### config.mk
export PLATFORM = sky130hd
export DESIGN_NAME = analog_axis_key_repeater_top
export DESIGN_NICKNAME = d
export VERILOG_FILES = /design/src/rtl/akr_pkg.sv /design/src/rtl/akr_front.sv /design/src/rtl/akr_outq.sv /design/src/rtl/akr_scan.sv /design/src/rtl/analog_axis_key_repeater_top.sv
export SDC_FILE = /design/constraint.sdc
export NUM_CORES = 2
export LEC_CHECK = 0
export ABC_AREA = 1
export BUFFER_PORTS_ARGS = -buffer_cell sky130_fd_sc_hd__clkbuf_2
export CAP_MARGIN = 10
export CORE_ASPECT_RATIO = 0.6
export CORE_MARGIN = 2
export CORE_UTILIZATION = 25
export DETAILED_ROUTE_END_ITERATION = 16
export SETUP_SLACK_MARGIN = 0.2
export SLEW_MARGIN = 20
export SYNTH_ARGS = -nofsm -noshare
export SYNTH_HDL_FRONTEND = slang
export SYNTH_SLANG_ARGS = --single-unit
### constraint.sdc
create_clock -name clk -period 16.7 [get_ports clk]
set_input_delay 1.67 -clock clk [delete_from_list [all_inputs] [get_ports clk]]
set_output_delay 1.67 -clock clk [all_outputs]
set_load 0.01 [all_outputs]
### src/rtl/akr_pkg.sv
package akr_pkg;

    localparam int TIME_BITS   = 48;
    localparam int NUM_AXES    = 6;
    localparam int NUM_ENTRIES = 10;
    localparam int ENTRY_BITS  = 4;
    localparam int AXIS_BITS   = 3;
    localparam int LEVEL_BITS  = 16;
    localparam int KEY_BITS    = 3;
    localparam int CFG_BITS    = 16;
    localparam int CFG_IDX_BITS = 3;

    localparam int OUTQ_DEPTH    = 4;
    localparam int OUTQ_PTR_BITS = 2;
    localparam int INQ_DEPTH     = 2;

    localparam logic [CFG_IDX_BITS-1:0] CFG_STICK_PRESS   = 3'd0;
    localparam logic [CFG_IDX_BITS-1:0] CFG_STICK_RELEASE = 3'd1;
    localparam logic [CFG_IDX_BITS-1:0] CFG_TRIG_PRESS    = 3'd2;
    localparam logic [CFG_IDX_BITS-1:0] CFG_TRIG_RELEASE  = 3'd3;
    localparam logic [CFG_IDX_BITS-1:0] CFG_REPEAT_DELAY  = 3'd4;
    localparam logic [CFG_IDX_BITS-1:0] CFG_REPEAT_PERIOD = 3'd5;

    localparam logic [CFG_BITS-1:0] RST_STICK_PRESS   = 16'd16000;
    localparam logic [CFG_BITS-1:0] RST_STICK_RELEASE = 16'd9000;
    localparam logic [CFG_BITS-1:0] RST_TRIG_PRESS    = 16'd20000;
    localparam logic [CFG_BITS-1:0] RST_TRIG_RELEASE  = 16'd8000;
    localparam logic [CFG_BITS-1:0] RST_REPEAT_DELAY  = 16'd400;
    localparam logic [CFG_BITS-1:0] RST_REPEAT_PERIOD = 16'd140;

    localparam logic [KEY_BITS-1:0] KEY_LEFT  = 3'd0;
    localparam logic [KEY_BITS-1:0] KEY_RIGHT = 3'd1;
    localparam logic [KEY_BITS-1:0] KEY_UP    = 3'd2;
    localparam logic [KEY_BITS-1:0] KEY_DOWN  = 3'd3;
    localparam logic [KEY_BITS-1:0] KEY_PRIOR = 3'd4;
    localparam logic [KEY_BITS-1:0] KEY_NEXT  = 3'd5;

    typedef struct packed {
        logic [CFG_BITS-1:0] stick_press;
        logic [CFG_BITS-1:0] stick_release;
        logic [CFG_BITS-1:0] trig_press;
        logic [CFG_BITS-1:0] trig_release;
        logic [CFG_BITS-1:0] repeat_delay;
        logic [CFG_BITS-1:0] repeat_period;
    } cfg_t;

    typedef struct packed {
        logic                         is_tick;
        logic [AXIS_BITS-1:0]         axis;
        logic signed [LEVEL_BITS-1:0] level;
        logic [TIME_BITS-1:0]         time_ms;
    } op_t;

    typedef struct packed {
        logic [ENTRY_BITS-1:0] entry_index;
        logic [KEY_BITS-1:0]   key_code;
        logic                  is_release;
        logic                  last_of_run;
    } result_t;

    typedef struct packed {
        logic [AXIS_BITS-1:0] axis;
        logic                 negative;
        logic [KEY_BITS-1:0]  key;
        logic                 trigger;
    } entry_def_t;

    function automatic entry_def_t entry_def(input logic [ENTRY_BITS-1:0] idx);
        entry_def_t d;
        unique case (idx)
            4'd0:    d = '{axis: 3'd0, negative: 1'b1, key: KEY_LEFT,  trigger: 1'b0};
            4'd1:    d = '{axis: 3'd0, negative: 1'b0, key: KEY_RIGHT, trigger: 1'b0};
            4'd2:    d = '{axis: 3'd1, negative: 1'b1, key: KEY_UP,    trigger: 1'b0};
            4'd3:    d = '{axis: 3'd1, negative: 1'b0, key: KEY_DOWN,  trigger: 1'b0};
            4'd4:    d = '{axis: 3'd2, negative: 1'b1, key: KEY_LEFT,  trigger: 1'b0};
            4'd5:    d = '{axis: 3'd2, negative: 1'b0, key: KEY_RIGHT, trigger: 1'b0};
            4'd6:    d = '{axis: 3'd3, negative: 1'b1, key: KEY_UP,    trigger: 1'b0};
            4'd7:    d = '{axis: 3'd3, negative: 1'b0, key: KEY_DOWN,  trigger: 1'b0};
            4'd8:    d = '{axis: 3'd4, negative: 1'b0, key: KEY_PRIOR, trigger: 1'b1};
            4'd9:    d = '{axis: 3'd5, negative: 1'b0, key: KEY_NEXT,  trigger: 1'b1};
            default: d = '{axis: 3'd0, negative: 1'b0, key: KEY_LEFT,  trigger: 1'b0};
        endcase
        return d;
    endfunction

endpackage

### src/rtl/akr_front.sv
module akr_front (
    input  logic                                  clk,
    input  logic                                  rst_n,
    input  logic                                  push,
    output logic                                  full,
    input  logic                                  cmd,
    input  logic [akr_pkg::AXIS_BITS-1:0]         axis_number,
    input  logic signed [akr_pkg::LEVEL_BITS-1:0] axis_level,
    input  logic [akr_pkg::TIME_BITS-1:0]         time_ms,
    output logic                                  op_valid,
    output akr_pkg::op_t                          op,
    input  logic                                  op_take
);
    import akr_pkg::*;

    op_t        q_reg [INQ_DEPTH];
    logic       wr_ptr_reg, wr_ptr_next;
    logic       rd_ptr_reg, rd_ptr_next;
    logic [1:0] count_reg, count_next;
    logic       accept;
    logic       keep;
    logic       enq;
    logic       deq;

    assign full     = (count_reg == 2'(INQ_DEPTH));
    assign accept   = push && !full;
    // updates to axes beyond the last are dropped here
    assign keep     = cmd || (axis_number < AXIS_BITS'(NUM_AXES));
    assign enq      = accept && keep;
    assign op_valid = (count_reg != 2'd0);
    assign deq      = op_valid && op_take;
    assign op       = q_reg[rd_ptr_reg];

    always_comb
    begin
        wr_ptr_next = enq ? !wr_ptr_reg : wr_ptr_reg;
        rd_ptr_next = deq ? !rd_ptr_reg : rd_ptr_reg;
        count_next  = count_reg;
        if (enq && !deq)
        begin
            count_next = count_reg + 2'd1;
        end
        else if (deq && !enq)
        begin
            count_next = count_reg - 2'd1;
        end
    end

    always_ff @(posedge clk or negedge rst_n)
    begin
        if (!rst_n)
        begin
            wr_ptr_reg <= 1'b0;
            rd_ptr_reg <= 1'b0;
            count_reg  <= 2'd0;
        end
        else
        begin
            wr_ptr_reg <= wr_ptr_next;
            rd_ptr_reg <= rd_ptr_next;
            count_reg  <= count_next;
        end
    end

    always_ff @(posedge clk)
    begin
        if (enq)
        begin
            q_reg[wr_ptr_reg] <= '{is_tick: cmd, axis: axis_number,
                                   level: axis_level, time_ms: time_ms};
        end
    end

endmodule

### src/rtl/akr_outq.sv
module akr_outq (
    input  logic             clk,
    input  logic             rst_n,
    input  logic             wr_en,
    input  akr_pkg::result_t wr_data,
    output logic             full,
    output logic             empty,
    input  logic             pop,
    output akr_pkg::result_t rd_data
);
    import akr_pkg::*;

    result_t                  mem_reg [OUTQ_DEPTH];
    logic [OUTQ_PTR_BITS-1:0] wr_ptr_reg, wr_ptr_next;
    logic [OUTQ_PTR_BITS-1:0] rd_ptr_reg, rd_ptr_next;
    logic [OUTQ_PTR_BITS:0]   count_reg, count_next;
    logic                     enq;
    logic                     deq;

    assign full    = (count_reg == (OUTQ_PTR_BITS+1)'(OUTQ_DEPTH));
    assign empty   = (count_reg == '0);
    assign enq     = wr_en && !full;
    assign deq     = pop && !empty;
    assign rd_data = mem_reg[rd_ptr_reg];

    always_comb
    begin
        wr_ptr_next = enq ? wr_ptr_reg + 1'b1 : wr_ptr_reg;
        rd_ptr_next = deq ? rd_ptr_reg + 1'b1 : rd_ptr_reg;
        count_next  = count_reg;
        if (enq && !deq)
        begin
            count_next = count_reg + 1'b1;
        end
        else if (deq && !enq)
        begin
            count_next = count_reg - 1'b1;
        end
    end

    always_ff @(posedge clk or negedge rst_n)
    begin
        if (!rst_n)
        begin
            wr_ptr_reg <= '0;
            rd_ptr_reg <= '0;
            count_reg  <= '0;
        end
        else
        begin
            wr_ptr_reg <= wr_ptr_next;
            rd_ptr_reg <= rd_ptr_next;
            count_reg  <= count_next;
        end
    end

    always_ff @(posedge clk)
    begin
        if (enq)
        begin
            mem_reg[wr_ptr_reg] <= wr_data;
        end
    end

endmodule

### src/rtl/akr_scan.sv
module akr_scan (
    input  logic             clk,
    input  logic             rst_n,
    input  akr_pkg::cfg_t    cfg,
    input  logic             op_valid,
    input  akr_pkg::op_t     op,
    output logic             op_take,
    input  logic             outq_full,
    output logic             res_push,
    output akr_pkg::result_t res
);
    import akr_pkg::*;

    localparam logic [1:0] ST_IDLE  = 2'd0;
    localparam logic [1:0] ST_SCAN  = 2'd1;
    localparam logic [1:0] ST_FLUSH = 2'd2;

    logic [1:0]                   state_reg, state_next;
    logic [ENTRY_BITS-1:0]        idx_reg, idx_next;
    logic [TIME_BITS-1:0]         now_reg, now_next;
    logic signed [LEVEL_BITS-1:0] axis_reg [NUM_AXES];
    logic signed [LEVEL_BITS-1:0] axis_next [NUM_AXES];
    logic [NUM_ENTRIES-1:0]       held_reg, held_next;
    logic [TIME_BITS-1:0]         fire_reg [NUM_ENTRIES];
    logic [TIME_BITS-1:0]         fire_next [NUM_ENTRIES];
    logic                         pend_valid_reg, pend_valid_next;
    result_t                      pend_reg, pend_next;

    entry_def_t                   def;
    logic signed [LEVEL_BITS-1:0] lvl;
    logic signed [LEVEL_BITS+1:0] defl;
    logic signed [LEVEL_BITS+1:0] press_w;
    logic signed [LEVEL_BITS+1:0] release_w;
    logic [CFG_BITS-1:0]          step_ms;
    logic [TIME_BITS-1:0]         sum_ms;
    logic                         due;
    logic                         advance;
    logic                         fired;
    logic                         rel;
    logic                         last_idx;

    assign def      = entry_def(idx_reg);
    assign lvl      = axis_reg[def.axis];
    // negating the most negative level gives +32768, hence the extra bits
    assign defl     = def.negative ? -(LEVEL_BITS+2)'(lvl) : (LEVEL_BITS+2)'(lvl);
    assign press_w  = signed'({2'b00, def.trigger ? cfg.trig_press : cfg.stick_press});
    assign release_w = signed'({2'b00, def.trigger ? cfg.trig_release : cfg.stick_release});
    assign step_ms  = held_reg[idx_reg] ? cfg.repeat_period : cfg.repeat_delay;
    assign sum_ms   = now_reg + TIME_BITS'(step_ms);
    assign due      = (now_reg >= fire_reg[idx_reg]);
    assign advance  = (state_reg == ST_SCAN) && !outq_full;
    assign last_idx = (idx_reg == ENTRY_BITS'(NUM_ENTRIES - 1));
    assign op_take  = (state_reg == ST_IDLE) && op_valid;

    always_comb
    begin
        fired = 1'b0;
        rel   = 1'b0;
        if (!held_reg[idx_reg])
        begin
            fired = (defl >= press_w);
        end
        else if (defl <= release_w)
        begin
            fired = 1'b1;
            rel   = 1'b1;
        end
        else if (!def.trigger && due)
        begin
            fired = 1'b1;
        end
    end

    assign res_push = (advance && fired && pend_valid_reg)
                   || ((state_reg == ST_FLUSH) && pend_valid_reg && !outq_full);

    always_comb
    begin
        res             = pend_reg;
        res.last_of_run = (state_reg == ST_FLUSH);
    end

    always_comb
    begin
        state_next      = state_reg;
        idx_next        = idx_reg;
        now_next        = now_reg;
        axis_next       = axis_reg;
        held_next       = held_reg;
        fire_next       = fire_reg;
        pend_valid_next = pend_valid_reg;
        pend_next       = pend_reg;
        unique case (state_reg)
            ST_IDLE:
            begin
                if (op_valid)
                begin
                    if (op.is_tick)
                    begin
                        now_next   = op.time_ms;
                        idx_next   = '0;
                        state_next = ST_SCAN;
                    end
                    else
                    begin
                        axis_next[op.axis] = op.level;
                    end
                end
            end
            ST_SCAN:
            begin
                if (advance)
                begin
                    if (fired)
                    begin
                        held_next[idx_reg] = !rel;
                        if (!rel)
                        begin
                            fire_next[idx_reg] = sum_ms;
                        end
                        pend_valid_next = 1'b1;
                        pend_next = '{entry_index: idx_reg, key_code: def.key,
                                      is_release: rel, last_of_run: 1'b0};
                    end
                    if (last_idx)
                    begin
                        state_next = ST_FLUSH;
                    end
                    else
                    begin
                        idx_next = idx_reg + 1'b1;
                    end
                end
            end
            ST_FLUSH:
            begin
                if (!pend_valid_reg)
                begin
                    state_next = ST_IDLE;
                end
                else if (!outq_full)
                begin
                    pend_valid_next = 1'b0;
                    state_next      = ST_IDLE;
                end
            end
            default:
            begin
                state_next = ST_IDLE;
            end
        endcase
    end

    always_ff @(posedge clk or negedge rst_n)
    begin
        if (!rst_n)
        begin
            state_reg      <= ST_IDLE;
            idx_reg        <= '0;
            held_reg       <= '0;
            pend_valid_reg <= 1'b0;
            for (int i = 0; i < NUM_AXES; i++)
            begin
                axis_reg[i] <= '0;
            end
            for (int i = 0; i < NUM_ENTRIES; i++)
            begin
                fire_reg[i] <= '0;
            end
        end
        else
        begin
            state_reg      <= state_next;
            idx_reg        <= idx_next;
            held_reg       <= held_next;
            pend_valid_reg <= pend_valid_next;
            axis_reg       <= axis_next;
            fire_reg       <= fire_next;
        end
    end

    always_ff @(posedge clk)
    begin
        now_reg  <= now_next;
        pend_reg <= pend_next;
    end

    a_idx_range: assert property (@(posedge clk) disable iff (!rst_n)
        (state_reg == ST_SCAN) |-> (idx_reg < ENTRY_BITS'(NUM_ENTRIES)))
        else $error("scan index beyond last entry");

    a_idle_no_pend: assert property (@(posedge clk) disable iff (!rst_n)
        (state_reg == ST_IDLE) |-> !pend_valid_reg)
        else $error("pending item left over after a tick");

    a_push_room: assert property (@(posedge clk) disable iff (!rst_n)
        res_push |-> !outq_full)
        else $error("item pushed into a full result queue");

    a_flush_ends: assert property (@(posedge clk) disable iff (!rst_n)
        ((state_reg == ST_FLUSH) && !outq_full) |=> (state_reg == ST_IDLE))
        else $error("closing step did not return to idle");

endmodule

### src/rtl/analog_axis_key_repeater_top.sv
// Analog axis to key event repeater.
// Input channel (push/full): cmd 0 stores axis_level for axis_number 0..5
// (other axis numbers are taken and dropped); cmd 1 is a frame tick that
// scans the ten axis-half entries at time_ms.
// Result channel (empty/pop): one item per key event in entry order, the
// final one of a tick flagged by last_of_run. A tick that fires nothing
// gives no item.
// Input items pass a two-item queue into the scanner. The scanner takes an
// update in its idle state; a tick is taken, then scans one entry per cycle
// while the result queue has room, then passes a closing step. A result is
// handed on when the next entry fires or at the closing step. The four-item
// result queue lets the scanner run ahead of the receiver; when it fills the
// scanner stalls, then the input queue fills and full rises. No item is lost
// while pop is held low.
// Reset clears both queues, all axis levels, held flags and repeat times,
// and loads the register defaults. The user must write registers via cfg_we,
// cfg_addr and cfg_wdata only while the block is idle; the block does not check.
module analog_axis_key_repeater_top (
    input  logic                                  clk,
    input  logic                                  rst_n,
    input  logic                                  push,
    output logic                                  full,
    input  logic                                  cmd,
    input  logic [akr_pkg::AXIS_BITS-1:0]         axis_number,
    input  logic signed [akr_pkg::LEVEL_BITS-1:0] axis_level,
    input  logic [akr_pkg::TIME_BITS-1:0]         time_ms,
    input  logic                                  cfg_we,
    input  logic [akr_pkg::CFG_IDX_BITS-1:0]      cfg_addr,
    input  logic [akr_pkg::CFG_BITS-1:0]          cfg_wdata,
    output logic                                  empty,
    input  logic                                  pop,
    output logic [akr_pkg::ENTRY_BITS-1:0]        entry_index,
    output logic [akr_pkg::KEY_BITS-1:0]          key_code,
    output logic                                  is_release,
    output logic                                  last_of_run
);
    import akr_pkg::*;

    cfg_t    cfg_reg, cfg_next;
    logic    op_valid;
    op_t     op;
    logic    op_take;
    logic    outq_full;
    logic    res_push;
    result_t res;
    result_t head;

    always_comb
    begin
        cfg_next = cfg_reg;
        if (cfg_we)
        begin
            unique case (cfg_addr)
                CFG_STICK_PRESS:   cfg_next.stick_press   = cfg_wdata;
                CFG_STICK_RELEASE: cfg_next.stick_release = cfg_wdata;
                CFG_TRIG_PRESS:    cfg_next.trig_press    = cfg_wdata;
                CFG_TRIG_RELEASE:  cfg_next.trig_release  = cfg_wdata;
                CFG_REPEAT_DELAY:  cfg_next.repeat_delay  = cfg_wdata;
                CFG_REPEAT_PERIOD: cfg_next.repeat_period = cfg_wdata;
                default:           cfg_next = cfg_reg;
            endcase
        end
    end

    always_ff @(posedge clk or negedge rst_n)
    begin
        if (!rst_n)
        begin
            cfg_reg <= '{stick_press:   RST_STICK_PRESS,
                         stick_release: RST_STICK_RELEASE,
                         trig_press:    RST_TRIG_PRESS,
                         trig_release:  RST_TRIG_RELEASE,
                         repeat_delay:  RST_REPEAT_DELAY,
                         repeat_period: RST_REPEAT_PERIOD};
        end
        else
        begin
            cfg_reg <= cfg_next;
        end
    end

    akr_front u_front (
        .clk         (clk),
        .rst_n       (rst_n),
        .push        (push),
        .full        (full),
        .cmd         (cmd),
        .axis_number (axis_number),
        .axis_level  (axis_level),
        .time_ms     (time_ms),
        .op_valid    (op_valid),
        .op          (op),
        .op_take     (op_take)
    );

    akr_scan u_scan (
        .clk       (clk),
        .rst_n     (rst_n),
        .cfg       (cfg_reg),
        .op_valid  (op_valid),
        .op        (op),
        .op_take   (op_take),
        .outq_full (outq_full),
        .res_push  (res_push),
        .res       (res)
    );

    akr_outq u_outq (
        .clk     (clk),
        .rst_n   (rst_n),
        .wr_en   (res_push),
        .wr_data (res),
        .full    (outq_full),
        .empty   (empty),
        .pop     (pop),
        .rd_data (head)
    );

    assign entry_index = head.entry_index;
    assign key_code    = head.key_code;
    assign is_release  = head.is_release;
    assign last_of_run = head.last_of_run;

endmodule

# After elaboration in Yosys (flattened, before gate mapping)
# Memories as Yosys holds them, arrays and structs flattened.
# Index checks and enable logic that the tools add are counted.
# W data, S select, Z words.
# totals
register_bits	756
latchBits	0
ram_bits	172
romBits	128
output_inout_bits	11
n_memories	3
# op_classes
n_addsub	9
multipliers	0
div_mod_pow	0
order_cmp	11
eq_ne	17
n_shift	0
muxes	51
bitwise	5
n_reduce_logical	53
# memory_table
name	words	word_bits	rd	rd_ports_with_merged_regs	wr	line	source
u_front.q_reg	2	68	1	0	1	akr_front.sv:16	op_t q_reg [INQ_DEPTH];
(no name shown)	16	8	1	0	0	akr_pkg.sv:70	unique case (idx)
u_outq.mem_reg	4	9	1	0	1	akr_outq.sv:13	result_t mem_reg [OUTQ_DEPTH];
# ops
cell	n
$bwmux W480	1
$bmux W48 S4	1
$demux W48 S4	1
$mux W48	3
$bwmux W96	1
$mux W16	6
$add A48 B16 Y48	1
$bmux W16 S3	1
$demux W16 S3	1
$ge A48 B48 Y1	1
$logic_and A1 B1 Y1	19
$ge A18 B17 Y1	1
$le A18 B17 Y1	1
$mux W18	1
$neg A16 Y18	1
$mux W2	8
$mux W4	4
$mux W1	15
$reduce_and A2 Y1	6
$reduce_and A3 Y1	4
$logic_not A1 Y1	11
$bwmux W10	1
$reduce_and A5 Y1	2
$reduce_bool A2 Y1	5
34 further kinds	50

# Depth between registers and ports, before layout
# An unclocked memory read counts as a cell.
# logic_depth
word_depth	18
depth_mapped	41
mapped_depth_nobuf	36

# By module
# A second synthesis with hierarchy kept.
# hier_totals
hier_cells	5291
hier_area_um2	44838.0
# modules_own_cells
mod	n_inst	cells_per_inst	area_per_inst_um2	seq_area_each_um2
akr_scan	1	4314	33958.8	16520.8
akr_front	1	387	5186.2	4184.0
analog_axis_key_repeater_top	1	425	3809.9	2437.3
akr_outq	1	165	1883.1	1256.2

# Worst setup path before layout
# No wires, ideal clock.
# synth_path
path_type	input port to flip-flop
startpoint	in push
endpoint	mem u_front.q_reg[1][0] (netlist name), enable pin
setup_ns	0.496
t_arrival_ns	4.905
t_required_ns	16.204
slack_ns	11.299
cell_stages	4
n_path_buf	0
path_cell_list	o21ai_0 -> a31oi_1 -> inv_1 -> nor2_1
# synth_via
elab_chain_len	4
# synth_lines
item	line	source
start, declared	analog_axis_key_repeater_top.sv:21	input logic push,
$logic_and A1 B1 Y1	akr_front.sv:26	assign accept = push && !full;
$logic_and A1 B1 Y1	akr_front.sv:29	assign enq = accept && keep;
named net u_front.enq	akr_front.sv:22	logic enq;
$mux W1	akr_front.sv:67	if (enq)
$mux W1 (implied by the code)	akr_front.sv:69	q_reg[wr_ptr_reg] <= '{is_tick: cmd, axis: axis_number,
end, declared	akr_front.sv:16	
# The timed path passes the listed nets, and every way through them passes these cells.

# Worst setup path in the final report
# layout_path
startpoint	reg u_scan.idx_reg[1]
endpoint	reg u_scan.fire_reg[126] (netlist name)
# layout_via
elab_chain_len	12
elab_cells_between_ends	35
cone_classes	2 x add/sub; 5 x order compare; 20 x mux; 3 x bitwise; 4 x reduce/logical; 1 x memory
# layout_lines
item	line	source
start, declared	akr_scan.sv:19	logic [ENTRY_BITS-1:0] idx_reg, idx_next;
start signal, assigned	akr_scan.sv:174	idx_reg <= idx_next;
$mem_v2 Z16 W8	-	
$not A3 Y4 (implied by the code)	akr_scan.sv:43	assign lvl = axis_reg[def.axis];
$bmux W16 S3	akr_scan.sv:43	
$mux W16 (implied by the code) (2 in series)	akr_scan.sv:43	
$neg A16 Y18	akr_scan.sv:45	assign defl = def.negative ? -(LEVEL_BITS+2)'(lvl) : (LEVEL_BITS+2)'(lvl);
$mux W18	akr_scan.sv:45	
$le A18 B17 Y1	akr_scan.sv:63	else if (defl <= release_w)
$mux W1	akr_scan.sv:63	
$mux W1 *	akr_scan.sv:59	if (!held_reg[idx_reg])
named net u_scan.rel	akr_scan.sv:39	logic rel;
$not A1 Y1 (no source line) *	-	
$reduce_and A4 Y1 (no source line) *	-	
end signal, assigned	akr_scan.sv:178	fire_reg <= fire_next;
end, declared	akr_scan.sv:24	logic [TIME_BITS-1:0] fire_reg [NUM_ENTRIES];
# Mark *: on every way through the listed nets, which the timed path passes. The rest lies on a longest branch. The select of a mux whose other input is x is not followed.
# A chain may end at the register's enable or synchronous reset.

==> flow_summary.yaml <==
global_route:
  antenna_found_initial: 3
  grt-ovfl-total: 0
  met2_usage_pct: 21.8
  grt_pass1_wl_mm: 223
  grt_util_all_layers_pct: 16.0
  grt_pass1_vias: 34607
  gr-usage-met3_pct: 4.43
  use_met1_pct: 24.8
  busiest_layer: "met1"
  grt_max_degree: 245
floorplan:
  dieArea_um2: 181000
  core_area_um2: 176000
  start_util_pct: 25.2
  die_h_um: 330
  io_pins: 103
  die_w_um: 548
  rows: 119
critical_path:
  cp-start-kind: "register"
  crit_top_cell: "nand2_1"
  cp.arrival_ns: 9.54
  critPathMaxFanout: 244
  slowest_delay_ns: 0.75
  cp-end-kind: "register"
  cp.required_ns: 17.33
  path_class: "register to register"
  slowest_stage: "buf_12"
place:
  dpl_cell_area_um2: 47100
  placed_cells: 7370
  place.gp.congestion: 0.887
  hpwl_mm: 87.2
  dp_slack_ns: 8.22
  port_buffers: 102
routing:
  drt_wl_total_mm: 147
  drt-initial-drc-count: 5563
  avgRoutedWirePerCell_um: 19.5
  route.vias.total: 37379
  firstDrtPassIters: 8
  drc: 0
  avgViaCountPerCell: 4.95
  ant_nets: 0
pwr:
  p_sw_w: 0.00492
  power_frac_clock_pct: 20.4
  vdd_drop_max_uv: 247
  intPower_w: 0.00547
  p_per_area_nw_per_um2: 207
  seqPwrFrac_pct: 32.4
  power.leakage_nw: 23.5
  swShare_pct: 47.3
  power_frac_comb_pct: 47.2
finish:
  multi_input_area_um2: 18100
  stdcell_count: 7546
  num-nets-final: 5309
  post-route-util_pct: 28.6
  final_cell_area_um2: 50300
  seq_area_um2: 24400
  area_delta_synth_final_pct: 13.3
  num-fill-cells: 18411
  drive_gt1_share_pct: 7.66
  largest_reg_flops: 480
yosys:
  yosys_warnings: 0
  syn_nets: 5366
  synth-seq-area-share_pct: 55.0
  synth_top_flop_cell: "dfrtp_1"
  synth_top_area_share_pct: 37.9
  yosysMostFrequentCell: "nand2_1"
  avgSynthCellArea_um2: 8.59
  synthCells: 5165
  synth_edf_count: 228
  yosys-top-cells-area: "dfrtp_1 38%, edfxtp_1 15%, nand2_1 15%"
  yosys_register_bits: 928
  synth_commonest_cells: "1,779 x nand2_1, 672 x dfrtp_1, 568 x nand3_1, 445 x o21ai_0, 343 x nor2_1"
  synth_top_cell_by_area: "dfrtp_1"
  ys_async_sr_fraction_pct: 75.4
  synth_area_um2: 44400
  yosysUniqueCellTypes: 48
timing:
  report.final.slew_viol_count: 0
  setup_viol: 0
  fin_crit_ns: 8.91
  fin_tns_setup_ns: 0
  finalHoldViolCount: 0
  finalClockSkew_ns: 0.0449
  period_share_pct: 53.4
  worst_slack_ns: 7.79
  rsz0062_at_grt: "false"
  fmax_mhz: 112
  tightest_slew_ns: 1.22
  maxSlewHeadroom_pct: 18.4
cts:
  cts_tree: "built"
  cts_buffers: 91
  cts_resized: 0
  clock_latency_ns: 0.70
  root_buffer: "clkbuf_16"
  post-cts-setup-buffer-count: 0
  clk_pin_slew_worst_paths_ns: 0.07
  clock_path_buffers: 3
  clock_sinks: 928
  postCtsHoldBufs: 0
  h-tree-depth: 3
min_path:
  hold_path_class: "register to register"
flow_run:
  maxCapViolations: 0
outcome:
  outcome: "finished, final reports clean"
[cells by family (layout without fill, tap and decap cells)]
family / count (synthesis) / count (layout) / share of synthesized area [%]
AOI/OAI and AO/OA: 741 / 741 / 9.22
xor gates and xnor gates: 65 / 65 / 1.28
adders and majority gates: 109 / 109 / 3.11
buffers and inverters: 496 / 517 / 4.76
DFF: 928 / 928 / 55.0
muxes: 49 / 49 / 1.11
other: 0 / 1 / 0
and+or+nand+nor: 2777 / 2777 / 25.5
[metrics by stage]
stage	hold WS (ns)	total power (W)
2_1_floorplan	0.420	0.00637
3_3_place_gp	0.448	0.00803
3_5_place_dp	0.453	0.00812
4_1_cts	0.468	0.0103
5_1_grt	0.483	0.0110
6_report	0.464	0.0104
[path summary, 6_finish.rpt]
kind,startpoint,to,slack [ns],cells after the start
max,u_scan.idx_reg[1]$_DFFE_PN0P_,u_scan.fire_reg[126]$_DFFE_PN0P_,7.79,34
min,u_scan.fire_reg[420]$_DFFE_PN0P_,u_scan.fire_reg[420]$_DFFE_PN0P_,0.46,2
max reg2reg,u_scan.idx_reg[1]$_DFFE_PN0P_,u_scan.fire_reg[126]$_DFFE_PN0P_,7.79,34
min reg2reg,u_scan.fire_reg[420]$_DFFE_PN0P_,u_scan.fire_reg[420]$_DFFE_PN0P_,0.46,2
max in group asynchronous,rst_n,u_scan.fire_reg[478]$_DFFE_PN0P_,12.70,5
min in group asynchronous,rst_n,u_scan.fire_reg[398]$_DFFE_PN0P_,0.92,1
[power groups by stage]
stage | Sequential (W) | Combinational [W] | Clock [W]
CTS | 0.00335 | 0.00475 | 0.00216
global placement | 0.00336 | 0.00467 | 0
finish | 0.00336 | 0.00490 | 0.00212
global route | 0.00342 | 0.00538 | 0.00225
detailed placement | 0.00338 | 0.00474 | 0
floorplan | 0.00322 | 0.00314 | 0
[layer usage]
metal | vias up | part of all wire [%]
li1 | 17118 | -
met1 | 18191 | 47
met2 | 1880 | 40
met3 | 190 | 12
met4 | 0 | 1.5
met5 | - | 0
[layout make-up]
class | count | share of cell area [%]
Timing Repair Buffer | 177 | 2.32
Tap cell | 2359 | 5.87
Antenna cell | 1 | 0.00498
Inverter | 169 | 1.28
Clock buffer | 134 | 5.21
Sequential cell | 928 | 48.5
Clock inverter | 37 | 0.806
Multi-Input combinational cell | 3741 | 36.0
[placed cells by master (no fill, tap or decap), drive strengths merged, types with 48 or more instances in the layout]
cell | Yosys | final
edfxtp | 228 | 228
buf | 98 | 74
o22ai | 109 | 109
o21ai | 446 | 446
a21oi | 116 | 116
mux2i | 48 | 48
inv | 167 | 169
dfrtp | 672 | 672
nand2 | 1780 | 1780
clkbuf | 229 | 237
nand3 | 569 | 569
ha | 107 | 107
nor2 | 345 | 345
[worst max-delay path, delay by kind of cell (launching register included)]
kind,cells,cell delay [ns]
AOI/OAI and AO/OA,1,0.10
xor gates and xnor gates,1,0.22
adders and majority gates,2,0.62
buffers and inverters,6,2.58
DFF,1,0.68
and+or+nand+nor,24,4.25
Note: power is estimated with default switching activity, not from simulation.
